### src/gsd_pkg.sv
`default_nettype none
package gsd_pkg;

	localparam int FIELD_W = 36;
	localparam logic [7:0] BIAS = 8'd63;
	localparam logic [7:0] TOP_CHAR = 8'd126;
	localparam logic [5:0] SMALL_N = 6'd62;
	localparam logic [7:0] CH_COLON = 8'd58;
	localparam logic [7:0] CH_AMP = 8'd38;
	localparam logic [7:0] CH_SEMI = 8'd59;

	typedef enum logic [1:0] {
		KIND_HEADER = 2'd0,
		KIND_EDGE = 2'd1,
		KIND_STATUS = 2'd2
	} kind_t;

	typedef enum logic [2:0] {
		ST_OK = 3'd0,
		ST_ILLEGAL = 3'd1,
		ST_TRUNCATED = 3'd2,
		ST_TRAILING = 3'd3,
		ST_INCREMENTAL = 3'd4,
		ST_EMPTY = 3'd5
	} status_t;

	typedef enum logic [1:0] {
		FM_NONE = 2'd0,
		FM_G6 = 2'd1,
		FM_D6 = 2'd2,
		FM_S6 = 2'd3
	} fmt_t;

	typedef enum logic [5:0] {
		PH_FIRST = 6'b000001,
		PH_SIZE0 = 6'b000010,
		PH_SIZE1 = 6'b000100,
		PH_SIZEREST = 6'b001000,
		PH_BODY = 6'b010000,
		PH_SKIP = 6'b100000
	} phase_t;

	typedef struct packed {
		kind_t kind;
		logic directed;
		logic [FIELD_W-1:0] vertex_count;
		logic [FIELD_W-1:0] edge_from;
		logic [FIELD_W-1:0] edge_to;
		status_t status;
	} res_t;

endpackage
`default_nettype wire

### src/gsd_engine.sv
`default_nettype none
module gsd_engine #(
	parameter int VB = 36
) (
	input wire logic clk,
	input wire logic arst_n,
	input wire logic go,
	input wire logic [7:0] char_code,
	input wire logic end_of_line,
	output logic emit,
	output logic done,
	output gsd_pkg::res_t res
);
	import gsd_pkg::*;

	localparam int IBW = $clog2(FIELD_W + 1);
	// The vertex count is kept modulo 2^VB; every other quantity runs at full width.
	localparam logic [FIELD_W-1:0] NMASK = {FIELD_W{1'b1}} >> (FIELD_W - VB);

	function automatic logic [IBW-1:0] bit_len(input logic [FIELD_W-1:0] t);
		logic [IBW-1:0] len;
		len = '0;
		for (int i = 0; i < FIELD_W; i++) begin
			if (t[i]) len = IBW'(i + 1);
		end
		return len;
	endfunction

	phase_t ph_q, ph_n;
	fmt_t fmt_q, fmt_n;
	status_t err_q, err_n;
	logic [FIELD_W-1:0] acc_q, acc_n, tot_q, tot_n, row_q, row_n, col_q, col_n;
	logic [FIELD_W-1:0] rv_q, rv_n;
	logic [FIELD_W:0] cv_q, cv_n;
	logic [2:0] left_q, left_n, bitpos_q, bitpos_n;
	logic [IBW-1:0] ib_q, ib_n, rbn_q, rbn_n;
	logic inc_q, inc_n, comp_q, comp_n, busy_q, busy_n;
	logic [5:0] buf_q, buf_n;

	logic [7:0] v8;
	logic [5:0] v;
	logic legal, do_bit, do_fin, bit_in;
	logic [5:0] word;
	logic [2:0] bit_idx;
	logic [FIELD_W-1:0] n_fin, r1, c1, rv_new, nm1;
	logic [IBW-1:0] len;
	logic [FIELD_W:0] cv_inc;

	always_comb begin
		v8 = char_code - BIAS;
		v = v8[5:0];
		legal = (char_code >= BIAS) && (char_code <= TOP_CHAR);
		ph_n = ph_q; fmt_n = fmt_q; err_n = err_q;
		acc_n = acc_q; tot_n = tot_q; row_n = row_q; col_n = col_q;
		rv_n = rv_q; cv_n = cv_q; left_n = left_q; bitpos_n = bitpos_q;
		ib_n = ib_q; rbn_n = rbn_q; inc_n = inc_q; comp_n = comp_q;
		busy_n = busy_q; buf_n = buf_q;
		emit = 1'b0; done = 1'b0; res = '0;
		do_bit = 1'b0; do_fin = 1'b0; n_fin = '0;
		word = busy_q ? buf_q : v;
		bit_idx = busy_q ? bitpos_q : 3'd0;
		bit_in = word[5];
		r1 = '0; c1 = '0; rv_new = '0; nm1 = '0; len = '0; cv_inc = '0;
		if (end_of_line) begin
			done = 1'b1;
			emit = 1'b1;
			res.kind = KIND_STATUS;
			if (err_q != ST_OK) res.status = err_q;
			else if (ph_q == PH_FIRST) res.status = ST_EMPTY;
			else if (ph_q != PH_BODY) res.status = ST_TRUNCATED;
			else if (fmt_q == FM_S6 || comp_q) res.status = ST_OK;
			else res.status = ST_TRUNCATED;
			ph_n = PH_FIRST; fmt_n = FM_NONE; err_n = ST_OK;
			acc_n = '0; tot_n = '0; row_n = '0; col_n = '0; rv_n = '0; cv_n = '0;
			left_n = '0; bitpos_n = '0; ib_n = IBW'(1); rbn_n = '0; inc_n = 1'b0;
			comp_n = 1'b0; busy_n = 1'b0; buf_n = '0;
		end else if (busy_q) begin
			do_bit = 1'b1;
		end else begin
			done = 1'b1;
			if (ph_q == PH_FIRST) begin
				if (char_code == CH_COLON) begin
					fmt_n = FM_S6; ph_n = PH_SIZE0;
				end else if (char_code == CH_AMP) begin
					fmt_n = FM_D6; ph_n = PH_SIZE0;
				end else if (char_code == CH_SEMI) begin
					err_n = ST_INCREMENTAL; ph_n = PH_SKIP;
				end else if (legal) begin
					fmt_n = FM_G6;
					if (v <= SMALL_N) begin
						do_fin = 1'b1; n_fin = FIELD_W'(v);
					end else begin
						ph_n = PH_SIZE1;
					end
				end else begin
					err_n = ST_ILLEGAL; ph_n = PH_SKIP;
				end
			end else if (!legal) begin
				err_n = ST_ILLEGAL; ph_n = PH_SKIP;
			end else begin
				case (ph_q)
					PH_SIZE0: begin
						if (v <= SMALL_N) begin
							do_fin = 1'b1; n_fin = FIELD_W'(v);
						end else begin
							ph_n = PH_SIZE1;
						end
					end
					PH_SIZE1: begin
						if (v <= SMALL_N) begin
							acc_n = FIELD_W'(v); left_n = 3'd2;
						end else begin
							acc_n = '0; left_n = 3'd6;
						end
						ph_n = PH_SIZEREST;
					end
					PH_SIZEREST: begin
						acc_n = {acc_q[FIELD_W-7:0], v};
						left_n = left_q - 3'd1;
						if (left_n == 3'd0) begin
							do_fin = 1'b1; n_fin = acc_n;
						end
					end
					PH_BODY: begin
						if (comp_q) begin
							if (fmt_q != FM_S6) begin
								err_n = ST_TRAILING; ph_n = PH_SKIP;
							end
						end else begin
							do_bit = 1'b1;
						end
					end
					default: begin
					end
				endcase
			end
		end

		if (do_fin) begin
			n_fin = n_fin & NMASK;
			tot_n = n_fin; row_n = '0; col_n = '0; ph_n = PH_BODY;
			if (fmt_n == FM_G6) begin
				col_n = FIELD_W'(1);
				comp_n = (n_fin <= FIELD_W'(1));
			end else begin
				comp_n = (n_fin == '0);
			end
			if (fmt_n == FM_S6) begin
				nm1 = (n_fin != '0) ? n_fin - FIELD_W'(1) : '0;
				len = bit_len(nm1);
				ib_n = (len == '0) ? IBW'(1) : len;
				cv_n = '0; rbn_n = '0; rv_n = '0; inc_n = 1'b0;
			end
			emit = 1'b1;
			res.kind = KIND_HEADER;
			res.directed = (fmt_n == FM_D6);
			res.vertex_count = n_fin;
		end

		if (do_bit) begin
			done = 1'b0;
			res.kind = KIND_EDGE;
			if (fmt_q == FM_G6) begin
				if (bit_in) begin
					emit = 1'b1;
					res.edge_from = row_q;
					res.edge_to = col_q;
				end
				r1 = row_q + FIELD_W'(1);
				if (r1 == col_q) begin
					row_n = '0; col_n = col_q + FIELD_W'(1);
				end else begin
					row_n = r1;
				end
				if (col_n >= tot_q) comp_n = 1'b1;
			end else if (fmt_q == FM_D6) begin
				if (bit_in) begin
					emit = 1'b1;
					res.edge_from = row_q;
					res.edge_to = col_q;
				end
				c1 = col_q + FIELD_W'(1);
				if (c1 >= tot_q) begin
					col_n = '0; row_n = row_q + FIELD_W'(1);
				end else begin
					col_n = c1;
				end
				if (row_n >= tot_q) comp_n = 1'b1;
			end else if (rbn_q == '0) begin
				inc_n = bit_in; rv_n = '0; rbn_n = ib_q;
			end else begin
				rv_new = {rv_q[FIELD_W-2:0], bit_in};
				rv_n = rv_new;
				rbn_n = rbn_q - IBW'(1);
				if (rbn_n == '0) begin
					cv_inc = (inc_q && !(&cv_q)) ? cv_q + (FIELD_W+1)'(1) : cv_q;
					if ({1'b0, rv_new} > cv_inc) begin
						cv_n = {1'b0, rv_new};
					end else begin
						cv_n = cv_inc;
						if (cv_inc < {1'b0, tot_q}) begin
							emit = 1'b1;
							res.edge_from = rv_new;
							res.edge_to = cv_inc[FIELD_W-1:0];
						end
					end
				end
			end
			done = (bit_idx == 3'd5) || comp_n;
			busy_n = !done;
			bitpos_n = bit_idx + 3'd1;
			buf_n = {word[4:0], 1'b0};
		end
	end

	always_ff @(posedge clk or negedge arst_n) begin
		if (!arst_n) begin
			ph_q <= PH_FIRST; fmt_q <= FM_NONE; err_q <= ST_OK;
			acc_q <= '0; tot_q <= '0; row_q <= '0; col_q <= '0; rv_q <= '0; cv_q <= '0;
			left_q <= '0; bitpos_q <= '0; ib_q <= IBW'(1); rbn_q <= '0; inc_q <= 1'b0;
			comp_q <= 1'b0; busy_q <= 1'b0; buf_q <= '0;
		end else if (go) begin
			ph_q <= ph_n; fmt_q <= fmt_n; err_q <= err_n;
			acc_q <= acc_n; tot_q <= tot_n; row_q <= row_n; col_q <= col_n;
			rv_q <= rv_n; cv_q <= cv_n; left_q <= left_n; bitpos_q <= bitpos_n;
			ib_q <= ib_n; rbn_q <= rbn_n; inc_q <= inc_n; comp_q <= comp_n;
			busy_q <= busy_n; buf_q <= buf_n;
		end
	end

	a_busy_body: assert property (@(posedge clk) disable iff (!arst_n)
		busy_q |-> (ph_q == PH_BODY) && !comp_q)
		else $error("bit walk outside an open body");
	a_status_done: assert property (@(posedge clk) disable iff (!arst_n)
		(go && end_of_line) |=> (ph_q == PH_FIRST) && !busy_q)
		else $error("line end did not return to start");
	a_ib_nonzero: assert property (@(posedge clk) disable iff (!arst_n)
		ib_q != '0)
		else $error("zero record width");

endmodule
`default_nettype wire

### src/graph6_sparse6_decoder_top.sv
`default_nettype none
// Decodes one graph6, digraph6 or sparse6 line, one character per input transfer, into
// a header, the edges in stream order and one status at the line end. The vertex count
// is kept modulo 2^VERTEX_BITS. A body character is walked one bit per cycle by the
// decoder's bit step, up to its six bits; the result port takes one transfer per cycle,
// and a stalled port holds the walk.
// last_of_item is known because a result waits in a holding register before it goes
// to the output register, unless it is the final result of its item and that register
// is empty; the last result of an item may leave that register while the decoder
// already works on the next item.
module graph6_sparse6_decoder_top #(
	parameter int VERTEX_BITS = 36
) (
	input wire logic clk,
	input wire logic arst_n,
	input wire logic in_valid,
	output logic in_stall,
	input wire logic [7:0] char_code,
	input wire logic end_of_line,
	output logic out_valid,
	input wire logic out_stall,
	output logic [1:0] kind,
	output logic directed,
	output logic [35:0] vertex_count,
	output logic [35:0] edge_from,
	output logic [35:0] edge_to,
	output logic [2:0] status,
	output logic last_of_item
);
	import gsd_pkg::*;

	logic hold_q;
	logic [7:0] char_q;
	logic eol_q;
	res_t pend_q, out_q, r;
	logic pend_v_q, pend_fin_q, out_v_q, out_last_q;
	logic out_free, adv, emit, done;
	res_t pend_d, out_d;
	logic load_out, out_last_d, pend_v_d, pend_fin_d;

	assign out_free = !out_v_q || !out_stall;
	assign adv = hold_q && out_free;
	assign in_stall = hold_q && !(adv && done);

	gsd_engine #(.VB(VERTEX_BITS)) u_engine (
		.clk(clk), .arst_n(arst_n), .go(adv),
		.char_code(char_q), .end_of_line(eol_q),
		.emit(emit), .done(done), .res(r)
	);

	always_ff @(posedge clk) begin
		if (in_valid && !in_stall) begin
			char_q <= char_code;
			eol_q <= end_of_line;
		end
	end

	always_ff @(posedge clk or negedge arst_n) begin
		if (!arst_n) begin
			hold_q <= 1'b0;
		end else if (in_valid && !in_stall) begin
			hold_q <= 1'b1;
		end else if (adv && done) begin
			hold_q <= 1'b0;
		end
	end

	// A final result in the holding register moves out as soon as the output register is free,
	// in the same cycle in which the decoder may place the first result of the next item there.
	always_comb begin
		load_out = 1'b0;
		out_d = pend_q;
		out_last_d = 1'b0;
		pend_d = pend_q;
		pend_v_d = pend_v_q;
		pend_fin_d = pend_fin_q;
		if (pend_fin_q && out_free) begin
			load_out = 1'b1; out_d = pend_q; out_last_d = 1'b1;
			pend_v_d = 1'b0; pend_fin_d = 1'b0;
		end
		if (adv) begin
			if (emit) begin
				if (pend_fin_q) begin
					pend_d = r; pend_v_d = 1'b1; pend_fin_d = done;
				end else if (pend_v_q) begin
					load_out = 1'b1; out_d = pend_q; out_last_d = 1'b0;
					pend_d = r; pend_v_d = 1'b1; pend_fin_d = done;
				end else if (done) begin
					load_out = 1'b1; out_d = r; out_last_d = 1'b1;
				end else begin
					pend_d = r; pend_v_d = 1'b1;
				end
			end else if (done && pend_v_q && !pend_fin_q) begin
				load_out = 1'b1; out_d = pend_q; out_last_d = 1'b1;
				pend_v_d = 1'b0;
			end
		end
	end

	always_ff @(posedge clk or negedge arst_n) begin
		if (!arst_n) begin
			pend_v_q <= 1'b0;
			pend_fin_q <= 1'b0;
			out_v_q <= 1'b0;
			out_last_q <= 1'b0;
			pend_q <= '0;
			out_q <= '0;
		end else begin
			out_v_q <= load_out || (out_v_q && out_stall);
			if (load_out) begin
				out_q <= out_d;
				out_last_q <= out_last_d;
			end
			pend_q <= pend_d;
			pend_v_q <= pend_v_d;
			pend_fin_q <= pend_fin_d;
		end
	end

	assign out_valid = out_v_q;
	assign kind = out_q.kind;
	assign directed = out_q.directed;
	assign vertex_count = out_q.vertex_count;
	assign edge_from = out_q.edge_from;
	assign edge_to = out_q.edge_to;
	assign status = out_q.status;
	assign last_of_item = out_last_q;

	a_fin_pend: assert property (@(posedge clk) disable iff (!arst_n)
		pend_fin_q |-> pend_v_q)
		else $error("final mark on empty holding register");
	a_stall_hold: assert property (@(posedge clk) disable iff (!arst_n)
		(out_v_q && out_stall) |-> !adv)
		else $error("decoder advanced while the result port was stalled");
	a_out_stable: assert property (@(posedge clk) disable iff (!arst_n)
		(out_v_q && out_stall) |=> out_v_q && $stable(out_q) && $stable(out_last_q))
		else $error("stalled result changed");
	a_status_last: assert property (@(posedge clk) disable iff (!arst_n)
		(out_v_q && out_q.kind == KIND_STATUS) |-> out_last_q)
		else $error("status result not marked last");
	a_idle_ready: assert property (@(posedge clk) disable iff (!arst_n)
		!hold_q |-> !in_stall)
		else $error("stall with empty input register");

endmodule
`default_nettype wire
### config.mk
export PLATFORM = sky130hd
export DESIGN_NAME = graph6_sparse6_decoder_top
export DESIGN_NICKNAME = d
export VERILOG_FILES = /design/src/gsd_pkg.sv /design/src/gsd_engine.sv /design/src/graph6_sparse6_decoder_top.sv
export SDC_FILE = /design/constraint.sdc
export NUM_CORES = 2
export LEC_CHECK = 0
export BUFFER_PORTS_ARGS = -buffer_cell sky130_fd_sc_hd__buf_4
export CAP_MARGIN = 20
export CORE_ASPECT_RATIO = 1.5
export CORE_UTILIZATION = 38
export CTS_BUF_LIST = sky130_fd_sc_hd__clkbuf_8
export DETAILED_ROUTE_END_ITERATION = 8
export PLACE_DENSITY = 0.6
export SLEW_MARGIN = 30
export SYNTH_ARGS = -nofsm -noshare
export SYNTH_HDL_FRONTEND = slang
export SYNTH_HIERARCHICAL = 1
export SYNTH_SLANG_ARGS = --single-unit
### constraint.sdc
create_clock -name clk -period 11.8 [get_ports clk]
set_input_delay 1.77 -clock clk [delete_from_list [all_inputs] [get_ports clk]]
set_output_delay 1.77 -clock clk [all_outputs]
set_load 0.03 [all_outputs]
==> qor.yml <==
critical_path:
  rr_startpoint: "u_engine/col_q[0]"
  crit_top_cell: "a21o_1"
  path_class: "reg -> out"
  crit_start: "u_engine/col_q[0]"
  cp-end-kind: "output port"
  max_stage_delay_ns: 0.53
  critical_path_required_ns: 10.03
  cp_max_fo: 17
  cp_slowest_cell: "dfrtp_1"
  cp-start-kind: "register"
  crit_arrival_ns: 9.51
synthesis:
  synth-edff-count: 9
  synth_flop_cell: "dfrtp_1"
  syn-mean-instance-area_um2: 8.73
  synthAdderAreaFrac_pct: 6.90
  synth_area_leaders: "dfrtp_1, ha_1, a22o_1"
  synth_warnings: 6
  synth_seq_area_share_pct: 35.0
  yosys-top-cells-count: "dfrtp_1, nand2_1, clkbuf_1"
  synth.most_common_cell: "dfrtp_1"
  synth_top_area_share_pct: 34.0
  synth_compound_area_share_pct: 25.5
  async_flop_share_pct: 98.2
  synth_cell_types: 96
  synth_simple_gate_area_share_pct: 17.0
  netlist_area_mm2: 0.0351
  synth_top_family_by_area: "compound AO/OA/AOI/OAI gates"
  synth_mux_area_share_pct: 4.66
  synth_xor_area_share_pct: 4.49
  syn_inst: 4023
  synth_top_area_cell: "dfrtp_1"
  syn-num-nets: 4229
  synth_seq_cells: 489
sta:
  setup_tns_ns: 0
  report.final.slew_viol_count: 0
  setup_violations: 0
  period_needed_ns: 11.28
  timing.hold.ws_ns: 0.478
  max_clock_freq_ghz: 0.0886
  tightest_slew_ns: 0.996
  max-slew-margin-rel_pct: 33.0
  rsz0062_at_grt: "no"
  finalHoldViolCount: 0
  finalCritPeriodShare_pct: 95.6
  skew_ns: 0.0509
final_layout:
  utilization_pct: 42.2
  postLayoutCellArea_mm2: 0.0386
  drive_gt1_share_pct: 12.1
  nNetsFinal: 4139
  syn_to_final_growth_pct: 9.97
clock_tree:
  cts_setup_buffers: 0
  clkTransAtPathRegs_ns: 0.06
  cts_tree: "done"
  clock_sinks: 489
  clk_latency_ns: 0.74
  cts_root_buf: "clkbuf_8"
  clockBufferDepth: 3
  cts_made_buffers: 86
  htree_levels: 3
drt:
  wl_um: 140000
  wire_per_inst_um: 27.0
  ant_nets: 0
  firstDrtPassIters: 7
  drc: 0
  drt_iter0_drc: 3591
  vias: 33400
  via_per_inst: 6.45
power_and_ir_drop:
  power_density_mw_per_mm2: 194
  power.share.clock_pct: 22.5
  cell_internal_pwr_w: 0.00397
  vdd_drop_max_uv: 123
  sequentialPowerShare_pct: 30.8
  p_sw_share_pct: 47.0
  p_total_w: 0.00750
  p_leak_nw: 17.1
  p_comb_share_pct: 46.7
  power_switching_w: 0.00352
grt:
  gr-usage-all-layers_pct: 29.3
  overflow: 0
  grt_pass1_vias: 32700
  antenna_found_initial: 1
  grt_pass1_wl_um: 211000
  grt_start_max_net_pins: 147
floorplanning:
  rows: 136
  die_y_um: 374
  start_util_pct: 38.4
  io_pins: 130
  dieArea_mm2: 0.0937
  coreArea_mm2: 0.0915
  dieWidth_um: 250
hold_path:
  hold_start: "u_engine/buf_q[1]"
  hold_path.class: "reg -> reg"
placement:
  hpwlAfterDp_um: 98400
  dpl_cell_area_mm2: 0.0368
  gp_congestion: 1.03
  portBuffers: 129
status:
  status: "completed"
job:
  drv_cap: 0
layout make-up:
| type | count | area, um2 |
|---|---|---|
| sequential | 489 | 12300 |
| inverter | 157 | 589 |
| timing repair buffer | 212 | 1700 |
| clock buffer | 109 | 1500 |
| multi-input combinational | 2987 | 20800 |
| clock inverter | 50 | 319 |
| antenna | 1 | 2.50 |
| tap | 1173 | 1470 |
| fill | 9148 | 52900 |
what timing repair did:
item / CTS / global route
hold buffers: 0 / 0
endpoints found under the setup margin: 0 / 1
gates resized for setup: 0 / 6
worst paths after layout:
| path | depth (start not counted) | slack (ns) | end |
|---|---|---|---|
| hold / removal | 1 | 0.48 | u_engine/buf_q[1] |
| setup / recovery | 37 | 0.52 | in_stall |
| max in group asynchronous | 3 | 8.62 | u_engine/rv_q[3] |
| hold reg to reg | 1 | 0.48 | u_engine/buf_q[1] |
| min in group asynchronous | 1 | 1.04 | edge_from[5] |
| setup reg to reg | 38 | 1.68 | edge_to[10] |
per-stage QoR:
step,std cells,worst slack [ns]
3_5_place_dp,5017,1.13
3_3_place_gp,5016,1.21
5_1_grt,5178,0.0140
2_1_floorplan,4023,2.10
4_1_cts,5176,0.303
6_report,5178,0.515
cells by family after synthesis:
logic type	Yosys count
compound gates	1326
simple gates	1157
buf+inv	547
flops	489
fa+ha+maj	194
xor+xnor	162
mux	148
cell usage in the layout (no fill, tap or decap), types with 10 or more instances in the layout:
cell type	n
and2_1	27
or4_1	11
and4_1	20
clkinv_2	16
nand4_1	173
mux2_2	66
o2bb2ai_1	10
o221ai_1	11
a22o_1	160
buf_4	202
or3_1	27
mux2_1	60
and3_1	65
o21a_1	18
mux2i_1	22
o31ai_1	149
nand2b_1	26
o21ai_0	277
nor2b_1	36
a211oi_1	128
o22ai_1	31
nor3_1	63
o211ai_1	27
a21oi_1	173
a31oi_1	136
nor4_1	24
ha_1	192
inv_1	181
xnor3_1	10
nand2_1	304
xnor2_1	95
dfrtp_1	476
nor2_1	182
clkbuf_8	109
a21o_1	74
nand3_1	121
or2_2	12
xor2_1	54
layer usage:
metal | share of wire [%] | track usage, %
met5 | 0 | 0
met4 | 8.1 | 21.6
met3 | 6.1 | 3.96
met2 | 48 | 48.5
met1 | 38 | 34.8
flip-flops by register name, indices dropped and copies added, names as in the netlist, 8 cells and up:
signal	cells
u_engine/tot_q	36
u_engine/cv_q	37
u_engine/acc_q	30
edge_to	36
u_engine/row_q	36
u_engine/col_q	36
u_engine/rv_q	35
edge_from	36
char_q	8
vertex_count	36
pend_q	114
power by group through the flow:
stage | Clock (W) | Sequential (W) | Combinational [W]
floorplan | 0 | 0.00252 | 0.00195
global placement | 0 | 0.00233 | 0.00339
detailed placement | 0 | 0.00233 | 0.00342
CTS | 0.00172 | 0.00230 | 0.00343
global route | 0.00179 | 0.00234 | 0.00372
finish | 0.00169 | 0.00231 | 0.00350
critical path: cells and delay by family (launching register included):
kind	cells	cell delay (ns)
compound gates	18	3.66
xor+xnor	1	0.15
fa+ha+maj	3	0.91
buf+inv	6	0.93
flops	1	0.53
simple gates	9	2.58
(Power assumes the default switching activity.)
